### config.mk
export PLATFORM = sky130hd
export DESIGN_NAME = quad_heap_timer_queue_flat
export DESIGN_NICKNAME = d
export VERILOG_FILES = /design/src/hdl/qhtq_pkg.sv /design/src/hdl/qhtq_if.sv /design/src/hdl/quad_heap_timer_queue.sv /design/src/hdl/qhtq_ram.sv /design/src/hdl/qhtq_datapath.sv /design/src/hdl/qhtq_ctrl.sv /design/src/flat_wrapper.sv
export VERILOG_INCLUDE_DIRS = /design/src /design/src/hdl
export SDC_FILE = /design/constraint.sdc
export NUM_CORES = 2
export LEC_CHECK = 0
export ABC_AREA = 0
export BUFFER_PORTS_ARGS = -buffer_cell sky130_fd_sc_hd__clkbuf_2
export CAP_MARGIN = 20
export CORE_UTILIZATION = 55
export DETAILED_ROUTE_END_ITERATION = 16
export MAX_ROUTING_LAYER = met4
export PLACE_DENSITY_LB_ADDON = 0.05
export SYNTH_ARGS = -nofsm -noshare
export SYNTH_HDL_FRONTEND = slang
export SYNTH_HIERARCHICAL = 1
export SYNTH_SLANG_ARGS = --single-unit
### constraint.sdc
create_clock -name clk_i -period 9.5 [get_ports clk_i]
set_clock_uncertainty 0.2 [all_clocks]
set_input_delay 0.475 -clock clk_i [delete_from_list [all_inputs] [get_ports clk_i]]
set_output_delay 0.475 -clock clk_i [all_outputs]
set_load 0.005 [all_outputs]
### src/hdl/assert_macros.svh
// Assertion macros shared by the timer queue RTL.
// Depends on nothing; included by modules that carry assertions.
`ifndef ASSERT_MACROS_SVH
`define ASSERT_MACROS_SVH
// Implication checked on every clock edge outside reset.
`define ASSERT_IMPL(lbl, clk, rstn, ante, cons) \
  lbl: assert property (@(posedge clk) disable iff (!rstn) (ante) |-> (cons)) \
    else $error("assertion failed");
// Next-cycle implication.
`define ASSERT_NEXT(lbl, clk, rstn, ante, cons) \
  lbl: assert property (@(posedge clk) disable iff (!rstn) (ante) |=> (cons)) \
    else $error("assertion failed");
`endif

### src/hdl/qhtq_pkg.sv
// Package for the quad heap timer queue: sizes, codes and shared structs.
// Depends on nothing.
package qhtq_pkg;
  localparam int unsigned Capacity   = 64;
  localparam int unsigned Arity      = 4;
  localparam int unsigned MaxResults = 64;
  localparam int unsigned AddrW      = $clog2(Capacity);
  localparam int unsigned CountW     = $clog2(Capacity + 1);
  localparam int unsigned ArityW     = $clog2(Arity);
  localparam int unsigned ResCntW    = $clog2(MaxResults);
  localparam int unsigned EntryW     = 40;

  localparam logic OpAdd  = 1'b0;
  localparam logic OpTick = 1'b1;

  typedef enum logic [1:0] {
    KindAck    = 2'd0,
    KindExpire = 2'd1,
    KindSum    = 2'd2
  } kind_e;

  typedef struct packed {
    logic [31:0] deadline;
    logic [7:0]  task_id;
  } entry_t;

  typedef struct packed {
    logic        opcode;
    logic [31:0] now;
    logic [30:0] duration;
    logic [7:0]  task_id;
  } in_item_t;

  typedef struct packed {
    logic [1:0]  kind;
    logic [7:0]  woken_task;
    logic        new_earliest;
    logic        full_reject;
    logic        queue_empty;
    logic [31:0] next_delay;
    logic        last;
  } out_item_t;

  // Commands from controller to datapath.
  typedef enum logic [10:0] {
    CmdNone     = 11'b00000000001,
    CmdLoad     = 11'b00000000010, // latch input item
    CmdAppend   = 11'b00000000100, // write new entry at count, count++
    CmdUpRd     = 11'b00000001000, // read parent of pos
    CmdUpCmp    = 11'b00000010000, // compare, swap-write pos
    CmdUpWr     = 11'b00000100000, // write parent, move up
    CmdRootRd   = 11'b00001000000, // read root
    CmdPop      = 11'b00010000000, // read last entry, count--
    CmdPopWr    = 11'b00100000000, // write last entry to root as cur
    CmdDnRd     = 11'b01000000000, // read child pos*A+1+k
    CmdDnWr     = 11'b10000000000  // write best child to pos, move down
  } cmd_e;

  typedef struct packed {
    cmd_e                cmd;
    logic [ArityW-1:0]   child;
    logic                dn_first;
    logic                dn_swap2;  // second write of a down swap
  } ctl_t;

  typedef struct packed {
    logic               opcode;
    logic               full;
    logic               empty;
    logic               up_done;    // pos is root or not smaller than parent
    logic               child_ok;   // child index k exists
    logic               dn_move;    // best child earlier than cur
    logic               root_due;
    logic               at_root;
  } sts_t;
endpackage

### src/hdl/qhtq_if.sv
// Valid/ready channel interface carrying a packed payload.
// Depends on nothing.
interface qhtq_if #(parameter type T = logic) ();
  logic valid;
  logic ready;
  T     data;
  modport source (output valid, output data, input ready);
  modport sink (input valid, input data, output ready);
endinterface

### src/hdl/quad_heap_timer_queue.sv
// Top level of the quad heap timer queue: controller plus heap datapath.
// Depends on qhtq_pkg, qhtq_if, qhtq_ctrl, qhtq_datapath.
//
// Timer queue held as a four-child min-heap of (deadline, task) in a single
// port RAM with registered read. One item is handled at a time; the input
// stays blocked until the last result of the current item has transferred.
// An add is latched, decoded and appended at the end of the heap, then climbs
// with a parent read, a compare and a parent write per level; 64 entries form
// four heap levels, so a timer climbs at most three. A tick is decoded, then
// each pop runs a due check, root read, pop and root rewrite, then per level
// sunk up to four child reads through the one RAM port, a compare, then a
// two-write swap, before it settles at the final level and its result
// transfers. The summary adds a due check and its transfer. Every result
// transfer holds while the sink stalls. A tick pops at most 63 timers;
// remaining due timers wait for a later tick.
module quad_heap_timer_queue (
  input  logic clk_i,
  input  logic rst_ni,
  qhtq_if.sink   in_if,
  qhtq_if.source out_if
);
  import qhtq_pkg::*;

  ctl_t        ctl;
  sts_t        sts;
  kind_e       kind;
  logic        flag;
  logic [7:0]  woken;
  logic [31:0] delay;
  logic        earliest;
  out_item_t   res;

  qhtq_ctrl u_ctrl (
    .clk_i, .rst_ni,
    .in_valid_i(in_if.valid), .in_ready_o(in_if.ready),
    .out_valid_o(out_if.valid), .out_ready_i(out_if.ready),
    .sts_i(sts), .ctl_o(ctl), .kind_o(kind), .flag_o(flag)
  );

  qhtq_datapath u_dp (
    .clk_i, .rst_ni, .ctl_i(ctl), .item_i(in_if.data), .sts_o(sts),
    .woken_o(woken), .delay_o(delay), .earliest_o(earliest)
  );

  // Assemble the result, zeroing fields that do not apply to its kind.
  always_comb begin
    res = '0;
    res.kind = kind;
    case (kind)
      KindAck: begin
        res.full_reject  = flag;
        res.new_earliest = !flag && earliest;
        res.queue_empty  = sts.empty;
        res.next_delay   = delay;
        res.last         = 1'b1;
      end
      KindExpire: res.woken_task = woken;
      KindSum: begin
        res.queue_empty = sts.empty;
        res.next_delay  = delay;
        res.last        = 1'b1;
      end
      default: ;
    endcase
  end
  assign out_if.data = res;
endmodule

### src/hdl/qhtq_ram.sv
// Generic single-port RAM with registered read.
// Depends on nothing.
module qhtq_ram #(
  parameter int unsigned Width = 8,
  parameter int unsigned Depth = 16
) (
  input  logic                     clk_i,
  input  logic                     we_i,
  input  logic [$clog2(Depth)-1:0] addr_i,
  input  logic [Width-1:0]         wdata_i,
  output logic [Width-1:0]         rdata_o
);
  logic [Width-1:0] mem_q [Depth];
  always_ff @(posedge clk_i) begin
    if (we_i) begin
      mem_q[addr_i] <= wdata_i;
    end
    rdata_o <= mem_q[addr_i];
  end
endmodule

### src/hdl/qhtq_datapath.sv
// Heap datapath: entry RAM, count, position and compare registers.
// Depends on qhtq_pkg, qhtq_ram, assert_macros.svh.
`include "assert_macros.svh"
module qhtq_datapath (
  input  logic                clk_i,
  input  logic                rst_ni,
  input  qhtq_pkg::ctl_t      ctl_i,
  input  qhtq_pkg::in_item_t  item_i,
  output qhtq_pkg::sts_t      sts_o,
  output logic [7:0]          woken_o,
  output logic [31:0]         delay_o,
  output logic                earliest_o
);
  import qhtq_pkg::*;

  logic [CountW-1:0] count_q, count_d;
  logic [AddrW-1:0]  pos_q, pos_d, best_q, best_d;
  entry_t            cur_q, cur_d, best_e_q, best_e_d;
  logic              opcode_q;
  logic [31:0]       now_q;
  logic [31:0]       root_dl_q, root_dl_d;
  logic              root_ok_q, root_ok_d;
  logic              we;
  logic [AddrW-1:0]  addr;
  entry_t            wdata, rdata;
  logic [32:0]       sum;
  logic [31:0]       deadline;
  logic [AddrW-1:0]  parent;
  logic [CountW+ArityW:0] child_w;
  logic              dn_pend_q;
  logic [AddrW-1:0]  dn_addr_q;
  logic [7:0]        woken_q;

  assign sum      = {1'b0, item_i.now} + {2'b0, item_i.duration};
  assign deadline = sum[32] ? 32'hFFFF_FFFF : sum[31:0];
  assign parent   = AddrW'((pos_q - 1'b1) >> ArityW);
  assign child_w  = ({{(ArityW+1){1'b0}}, CountW'(pos_q)} << ArityW)
                    + (CountW+ArityW+1)'(ctl_i.child) + 1'b1;

  qhtq_ram #(.Width(EntryW), .Depth(Capacity)) u_ram (
    .clk_i, .we_i(we), .addr_i(addr), .wdata_i(wdata), .rdata_o(rdata)
  );

  always_comb begin
    we = 1'b0; addr = pos_q; wdata = cur_q;
    count_d = count_q; pos_d = pos_q; cur_d = cur_q;
    best_d = best_q; best_e_d = best_e_q;
    root_dl_d = root_dl_q; root_ok_d = root_ok_q;
    case (ctl_i.cmd)
      CmdLoad: begin
        cur_d = '{deadline: deadline, task_id: item_i.task_id};
      end
      CmdAppend: begin
        we = 1'b1; addr = AddrW'(count_q); wdata = cur_q;
        pos_d = AddrW'(count_q); count_d = count_q + 1'b1;
      end
      CmdUpRd: addr = parent;
      CmdUpCmp: begin
        if (!sts_o.up_done) begin
          we = 1'b1; addr = pos_q; wdata = rdata;
        end
      end
      CmdUpWr: begin
        we = 1'b1; addr = parent; wdata = cur_q; pos_d = parent;
      end
      CmdRootRd: addr = '0;
      CmdPop: begin
        addr = AddrW'(count_q - 1'b1); count_d = count_q - 1'b1;
      end
      CmdPopWr: begin
        cur_d = rdata; pos_d = '0;
        if (count_q != '0) begin
          we = 1'b1; addr = '0; wdata = rdata;
        end
      end
      CmdDnRd: begin
        addr = AddrW'(child_w);
        if (ctl_i.dn_first) begin
          best_e_d = cur_q; best_d = pos_q;
        end
      end
      CmdDnWr: begin
        if (ctl_i.dn_swap2) begin
          we = 1'b1; addr = best_q; wdata = cur_q; pos_d = best_q;
        end else begin
          we = 1'b1; addr = pos_q; wdata = best_e_q;
        end
      end
      default: ;
    endcase
    // Fold the child read issued last cycle into the running minimum.
    if (ctl_i.cmd != CmdDnRd && ctl_i.cmd != CmdPop && dn_pend_q
        && rdata.deadline < best_e_q.deadline) begin
      best_e_d = rdata; best_d = dn_addr_q;
    end
    if (ctl_i.cmd == CmdDnRd && !ctl_i.dn_first && dn_pend_q
        && rdata.deadline < best_e_q.deadline) begin
      best_e_d = rdata; best_d = dn_addr_q;
    end
    // Shadow the root deadline for delay computation.
    if (we && addr == '0) begin
      root_dl_d = wdata.deadline;
    end
    root_ok_d = (count_d != '0);
  end

  always_ff @(posedge clk_i or negedge rst_ni) begin
    if (!rst_ni) begin
      count_q <= '0; dn_pend_q <= 1'b0; root_ok_q <= 1'b0;
    end else begin
      count_q   <= count_d;
      dn_pend_q <= (ctl_i.cmd == CmdDnRd);
      root_ok_q <= root_ok_d;
    end
  end

  always_ff @(posedge clk_i) begin
    pos_q <= pos_d; cur_q <= cur_d; best_q <= best_d; best_e_q <= best_e_d;
    dn_addr_q <= AddrW'(child_w); root_dl_q <= root_dl_d;
    if (ctl_i.cmd == CmdLoad) begin
      opcode_q <= item_i.opcode; now_q <= item_i.now;
    end
    // Hold the popped root's task for the expire result.
    if (ctl_i.cmd == CmdPop) begin
      woken_q <= rdata.task_id;
    end
  end

  assign sts_o.opcode   = opcode_q;
  assign sts_o.full     = (count_q >= CountW'(Capacity));
  assign sts_o.empty    = (count_q == '0);
  assign sts_o.up_done  = (pos_q == '0) || !(cur_q.deadline < rdata.deadline);
  assign sts_o.child_ok = (child_w < (CountW+ArityW+1)'(count_q));
  assign sts_o.dn_move  = (best_d != pos_q) && (best_e_d.deadline < cur_q.deadline);
  assign sts_o.root_due = root_ok_q && (root_dl_q <= now_q);
  assign sts_o.at_root  = (pos_q == '0);
  assign woken_o    = woken_q;
  assign delay_o    = (!root_ok_q || root_dl_q <= now_q) ? 32'd0 : root_dl_q - now_q;
  assign earliest_o = (pos_q == '0);

  `ASSERT_IMPL(a_count_range, clk_i, rst_ni, 1'b1, count_q <= CountW'(Capacity))
  `ASSERT_NEXT(a_pop_dec, clk_i, rst_ni, ctl_i.cmd == CmdPop, count_q == $past(count_q) - 1'b1)
  `ASSERT_IMPL(a_no_append_full, clk_i, rst_ni, ctl_i.cmd == CmdAppend, !sts_o.full)
endmodule

### src/hdl/qhtq_ctrl.sv
// Controller: sequences insert, pop and result transfers.
// Depends on qhtq_pkg, assert_macros.svh.
`include "assert_macros.svh"
module qhtq_ctrl (
  input  logic               clk_i,
  input  logic               rst_ni,
  input  logic               in_valid_i,
  output logic               in_ready_o,
  output logic               out_valid_o,
  input  logic               out_ready_i,
  input  qhtq_pkg::sts_t     sts_i,
  output qhtq_pkg::ctl_t     ctl_o,
  output qhtq_pkg::kind_e    kind_o,
  output logic               flag_o
);
  import qhtq_pkg::*;

  typedef enum logic [11:0] {
    SIdle   = 12'b000000000001,
    SDecide = 12'b000000000010,
    SUpRd   = 12'b000000000100,
    SUpCmp  = 12'b000000001000,
    SUpWr   = 12'b000000010000,
    SRootRd = 12'b000000100000,
    SCheck  = 12'b000001000000,
    SPop    = 12'b000010000000,
    SPopWr  = 12'b000100000000,
    SDnRd   = 12'b001000000000,
    SDnWr   = 12'b010000000000,
    SOut    = 12'b100000000000
  } state_e;

  state_e state_q, state_d;
  logic [ArityW:0]   k_q, k_d;
  logic              swap2_q, swap2_d;
  logic [ResCntW-1:0] nres_q, nres_d;
  kind_e             kind_q, kind_d;
  logic              flag_q, flag_d;
  logic              after_q, after_d; // return to SCheck after output

  always_comb begin
    state_d = state_q; k_d = k_q; swap2_d = swap2_q; nres_d = nres_q;
    kind_d = kind_q; flag_d = flag_q; after_d = after_q;
    ctl_o = '{cmd: CmdNone, child: ArityW'(k_q), dn_first: (k_q == '0),
              dn_swap2: swap2_q};
    in_ready_o = (state_q == SIdle);
    out_valid_o = (state_q == SOut);
    case (state_q)
      SIdle: if (in_valid_i) begin
        ctl_o.cmd = CmdLoad; state_d = SDecide; nres_d = '0;
      end
      SDecide: begin
        if (sts_i.opcode == OpAdd) begin
          if (sts_i.full) begin
            kind_d = KindAck; flag_d = 1'b1; after_d = 1'b0; state_d = SOut;
          end else begin
            ctl_o.cmd = CmdAppend; state_d = SUpRd;
          end
        end else begin
          state_d = SCheck;
        end
      end
      SUpRd: begin
        ctl_o.cmd = CmdUpRd; state_d = SUpCmp;
      end
      SUpCmp: begin
        ctl_o.cmd = CmdUpCmp;
        if (sts_i.up_done) begin
          kind_d = KindAck; flag_d = 1'b0; after_d = 1'b0; state_d = SOut;
        end else begin
          state_d = SUpWr;
        end
      end
      SUpWr: begin
        ctl_o.cmd = CmdUpWr; state_d = SUpRd;
      end
      SCheck: begin
        if (sts_i.root_due && nres_q != ResCntW'(MaxResults - 1)) begin
          state_d = SRootRd;
        end else begin
          kind_d = KindSum; after_d = 1'b0; state_d = SOut;
        end
      end
      SRootRd: begin
        ctl_o.cmd = CmdRootRd; state_d = SPop;
      end
      SPop: begin
        ctl_o.cmd = CmdPop; state_d = SPopWr;
      end
      SPopWr: begin
        ctl_o.cmd = CmdPopWr; k_d = '0; state_d = SDnRd;
      end
      SDnRd: begin
        if (k_q != (ArityW+1)'(Arity) && sts_i.child_ok) begin
          ctl_o.cmd = CmdDnRd; k_d = k_q + 1'b1;
        end else if (k_q != '0 && sts_i.dn_move) begin
          state_d = SDnWr; swap2_d = 1'b0;
        end else begin
          kind_d = KindExpire; after_d = 1'b1; state_d = SOut;
        end
      end
      SDnWr: begin
        ctl_o.cmd = CmdDnWr;
        if (swap2_q) begin
          k_d = '0; state_d = SDnRd;
        end
        swap2_d = !swap2_q;
      end
      SOut: if (out_ready_i) begin
        nres_d = nres_q + 1'b1;
        state_d = after_q ? SCheck : SIdle;
      end
      default: state_d = SIdle;
    endcase
  end

  always_ff @(posedge clk_i or negedge rst_ni) begin
    if (!rst_ni) begin
      state_q <= SIdle; k_q <= '0; swap2_q <= 1'b0; nres_q <= '0;
      kind_q <= KindAck; flag_q <= 1'b0; after_q <= 1'b0;
    end else begin
      state_q <= state_d; k_q <= k_d; swap2_q <= swap2_d; nres_q <= nres_d;
      kind_q <= kind_d; flag_q <= flag_d; after_q <= after_d;
    end
  end

  assign kind_o = kind_q;
  assign flag_o = flag_q;

  `ASSERT_IMPL(a_onehot, clk_i, rst_ni, 1'b1, $onehot(state_q))
  `ASSERT_IMPL(a_expire_only_tick, clk_i, rst_ni, out_valid_o && kind_q == KindExpire, sts_i.opcode == OpTick)
  `ASSERT_IMPL(a_no_in_busy, clk_i, rst_ni, out_valid_o, !in_ready_o)
endmodule
### src/flat_wrapper.sv
// flat-port wrapper written by rule: the top's interface ports become plain ports
module quad_heap_timer_queue_flat import qhtq_pkg::*;
  (clk_i, rst_ni, in_if_valid, in_if_data, in_if_ready, out_if_valid, out_if_data, out_if_ready);
  qhtq_if in_if_i ();
  qhtq_if out_if_i ();
  input  logic clk_i;
  input  logic rst_ni;
  input wire logic [$bits(in_if_i.valid)-1:0] in_if_valid;
  input wire logic [$bits(in_if_i.data)-1:0] in_if_data;
  output wire logic [$bits(in_if_i.ready)-1:0] in_if_ready;
  output wire logic [$bits(out_if_i.valid)-1:0] out_if_valid;
  output wire logic [$bits(out_if_i.data)-1:0] out_if_data;
  input wire logic [$bits(out_if_i.ready)-1:0] out_if_ready;
  assign in_if_i.valid = in_if_valid;
  assign in_if_i.data = in_if_data;
  assign in_if_ready = in_if_i.ready;
  assign out_if_valid = out_if_i.valid;
  assign out_if_data = out_if_i.data;
  assign out_if_i.ready = out_if_ready;
  quad_heap_timer_queue u_core (.clk_i(clk_i), .rst_ni(rst_ni), .in_if(in_if_i), .out_if(out_if_i));
endmodule
==> metrics <==
Tmin final between 8 and 9 ns; P_leak ~38 nW; reg2reg path depth 26; Setup TNS 0 ns; CTS tree yes; reg2reg setup slack about 1 ns; port bufs 6; Sink Count ~2300; grt total ovfl 0; startpoint types flip-flop; initial core utilization 0.554; crit path from u_core/u_ctrl/k_q[0]$_DFFE_PN0P_; Max-Cap Viols 0; power per cell area 208 nW/µm²; first-pass GRT wire length roughly 370000 µm; maximum clock frequency approximately 0.12 GHz; synthesized area per cell around 16 µm²; Final Cycle Share 0.898; full die area 172000 µm²; clock tree root buffer cell clkbuf_16; WS Path Type reg -> reg; area of the multi-input gates 25100 µm²; worst r2r src u_core/u_ctrl/k_q[0]$_DFFE_PN0P_; routed len/inst 30.5 µm; CP arrival approximately 9 ns; Storage cell area roughly 67000 µm²; Tot Pwr between 20 and 25 mW; nets roughly 6200; largest net degree at the start of global routing between 90 and 100; Worst VDD drop 0.194 mV; crit-path max FO 43; Slowest-stage cell, CP o41ai_1; synth warn 6; worst setup path end u_core/u_dp/u_ram/rdata_o[29]$_DFF_P_; Worst-path clk slew 0.07 ns; CP top delay family compound AO/OA/AOI/OAI gates; first drt pass iteration count 8; Bufs on Longest Clock Path 3; HP Class in -> async; DRC marker count from the first detailed-route iteration around 6100; max_slew headroom 0.227; routability cong. just over 0.9; status completed; cell mode on critical path o21ai_0; FILL cells roughly 12000; via count approximately 55000; CTS buffer count around 220; critical path capture point type flip-flop; Routed Wire Length around 260000 µm; die width roughly 420 µm; H-tree levels 4; initial antenna violation count 12; Post-Syn Area about 94000 µm²; required time of the critical path between 9 and 10 ns; Routed Antenna Nets 0; vias in the first global route around 53000; FF-to-FF End u_core/u_dp/u_ram/rdata_o[29]$_DFF_P_; HPWL reported at the end of detailed placement between 100000 and 150000 µm; Levels on crit path 26; detailed-route DRC error count 0; Total Routing Usage GR 0.306; cell count after synthesis 5882; vias per cell roughly 6.5; Ports 8; worst slew pin tran 1.13 ns; Max Slew Vio Count 0; Hold Fails Final Rpt 0; Die Ht 415 µm; Core Box Area around 170000 µm²; Rows 151; crit-path max cell delay 0.87 ns; Area growth syn-to-layout 12.1%; crit path buf inv count 3; final setup violating endpoints 0; RSZ-0062 raised after global routing no; share of layout cells above drive strength 1 0.162; clk_lat worst skew around 0.87 ns
## registers in the layout (all words and copies together) (netlist names)
register,count
u_core/u_dp/root_ok_q,1
u_core/u_dp/now_q,32
u_core/u_ctrl/kind_o,1
u_core/u_dp/root_dl_q,32
u_core/u_ctrl/k_q,3
u_core/u_dp/u_ram/rdata_o,32
u_core/u_dp/pos_q,6
u_core/u_dp/cur_q,32
u_core/u_dp/dn_pend_q,1
u_core/u_ctrl/swap2_q,1
u_core/u_dp/dn_addr_q,6
u_core/u_ctrl/nres_q,6
u_core/u_dp/best_q,6
u_core/u_dp/opcode_q,1
u_core/u_dp/best_e_q,32
u_core/u_dp/u_ram/mem_q,2048
u_core/u_ctrl/state_q,12
u_core/u_dp/count_q,7
## worst register-to-register path: stages, from the launching register on
cell and delay (ns):
dfrtp_1 0.51, ha_1 0.30, xor2_1 0.27, ha_1 0.28, o21ai_0 0.08, nand2b_1 0.07
a21oi_1 0.16, nor2b_1 0.06, o21ai_0 0.16, nand2b_1 0.07, a211oi_1 0.35, a21bo_2 0.30
nand2_1 0.07, o2111ai_1 0.26, or3_1 0.45, or2_4 0.26, o41ai_1 0.87, a221o_1 0.30
a211o_4 0.66, buf_12 0.40, buf_12 0.29, buf_4 0.58, mux2i_1 0.27, o22ai_1 0.09
a31o_2 0.21, o21ai_0 0.63, nand4_1 0.18
## power breakdown
| group | internal, mW | total [mW] | switching, mW |
|---|---|---|---|
| logic | 0.386 | 1.65 | 1.26 |
| clock network | 4.94 | 8.71 | 3.77 |
| registers | 11.5 | 11.6 | 0.0895 |
## stage by stage
step / worst slack [ns] / hold slack [ns] / utilization / std cells / area [µm²]
2_1_floorplan: 2.08 / -0.0206 / - / 5981 / 94300
3_3_place_gp: 1.22 / 0.289 / 0.578 / 8001 / 98000
3_5_place_dp: 1.16 / 0.300 / 0.578 / 8001 / 98000
4_1_cts: 1.13 / 0.0561 / 0.621 / 8427 / 105000
5_1_grt: 0.533 / 0.0961 / 0.621 / 8430 / 105000
6_report: 0.971 / 0.0697 / 0.621 / 8432 / 105000
## repair_timing
action | 4_1_cts | 5_1_grt
buffers inserted | 0 | 0
gates resized for setup | 0 | 0
hold buffers | 3 | 0
hold endpoints to repair | 42 | 0
## cells in the final DEF (no fill, tap or decap), types with 36 or more instances in the layout
cell type,count
mux2_2,140
buf_12,51
nor2_4,69
nand3_1,52
a22oi_1,175
nor3_1,66
inv_1,165
o21ai_0,96
mux4_2,36
clkbuf_1,48
nand2_1,147
o22ai_1,172
a21o_1,71
a221oi_1,141
a31oi_1,50
clkinv_2,44
a21oi_1,151
clkbuf_16,226
ha_1,169
clkinv_1,43
edfxtp_1,2151
a211oi_1,102
conb_1,100
nor2_1,114
a221o_1,65
buf_4,205
a31o_2,47
mux2i_1,519
and3_1,37
nand4_1,59
dfxtp_1,76
## layout make-up
cell class | count | share of cell area
flip-flops and latches | 2259 | 0.635
clock buffers | 289 | 0.0574
repair buffers | 265 | 0.0249
multi-input cells | 3091 | 0.238
well taps | 2218 | 0.0264
clock inverters | 134 | 0.0112
inverters | 171 | 0.00614
diodes | 5 | 0.000119
## how the worst min path moves through the flow
| stage | slack (ns) | start | cells past startpoint | end |
|---|---|---|---|---|
| 2_1_floorplan | -0.02 | rst_ni | 0 | u_core/u_ctrl/k_q[0]$_DFFE_PN0P_ |
| 3_3_place_gp | 0.29 | u_core/u_ctrl/nres_q[2]$_DFFE_PN0P_ | 1 | u_core/u_ctrl/nres_q[2]$_DFFE_PN0P_ |
| 3_5_place_dp | 0.30 | u_core/u_dp/best_q[2]$_DFF_P_ | 2 | u_core/u_dp/best_q[2]$_DFF_P_ |
| 4_1_cts | 0.06 | rst_ni | 2 | u_core/u_dp/count_q[5]$_DFF_PN0_ |
| 5_1_grt | 0.1 | rst_ni | 2 | u_core/u_ctrl/nres_q[2]$_DFFE_PN0P_ |
| 6_report | 0.07 | rst_ni | 2 | u_core/u_ctrl/k_q[0]$_DFFE_PN0P_ |
## per-layer routing
layer / vias up / global-route usage / routed length, µm
met5: - / - / 0
met4: 0 / 0.106 / 9300
met3: 353 / 0.0444 / 20400
met2: 2189 / 0.457 / 118000
met1: 28400 / 0.433 / 109000
li1: 23800 / - / -
No activity file was read; power rests on OpenSTA's default activity.
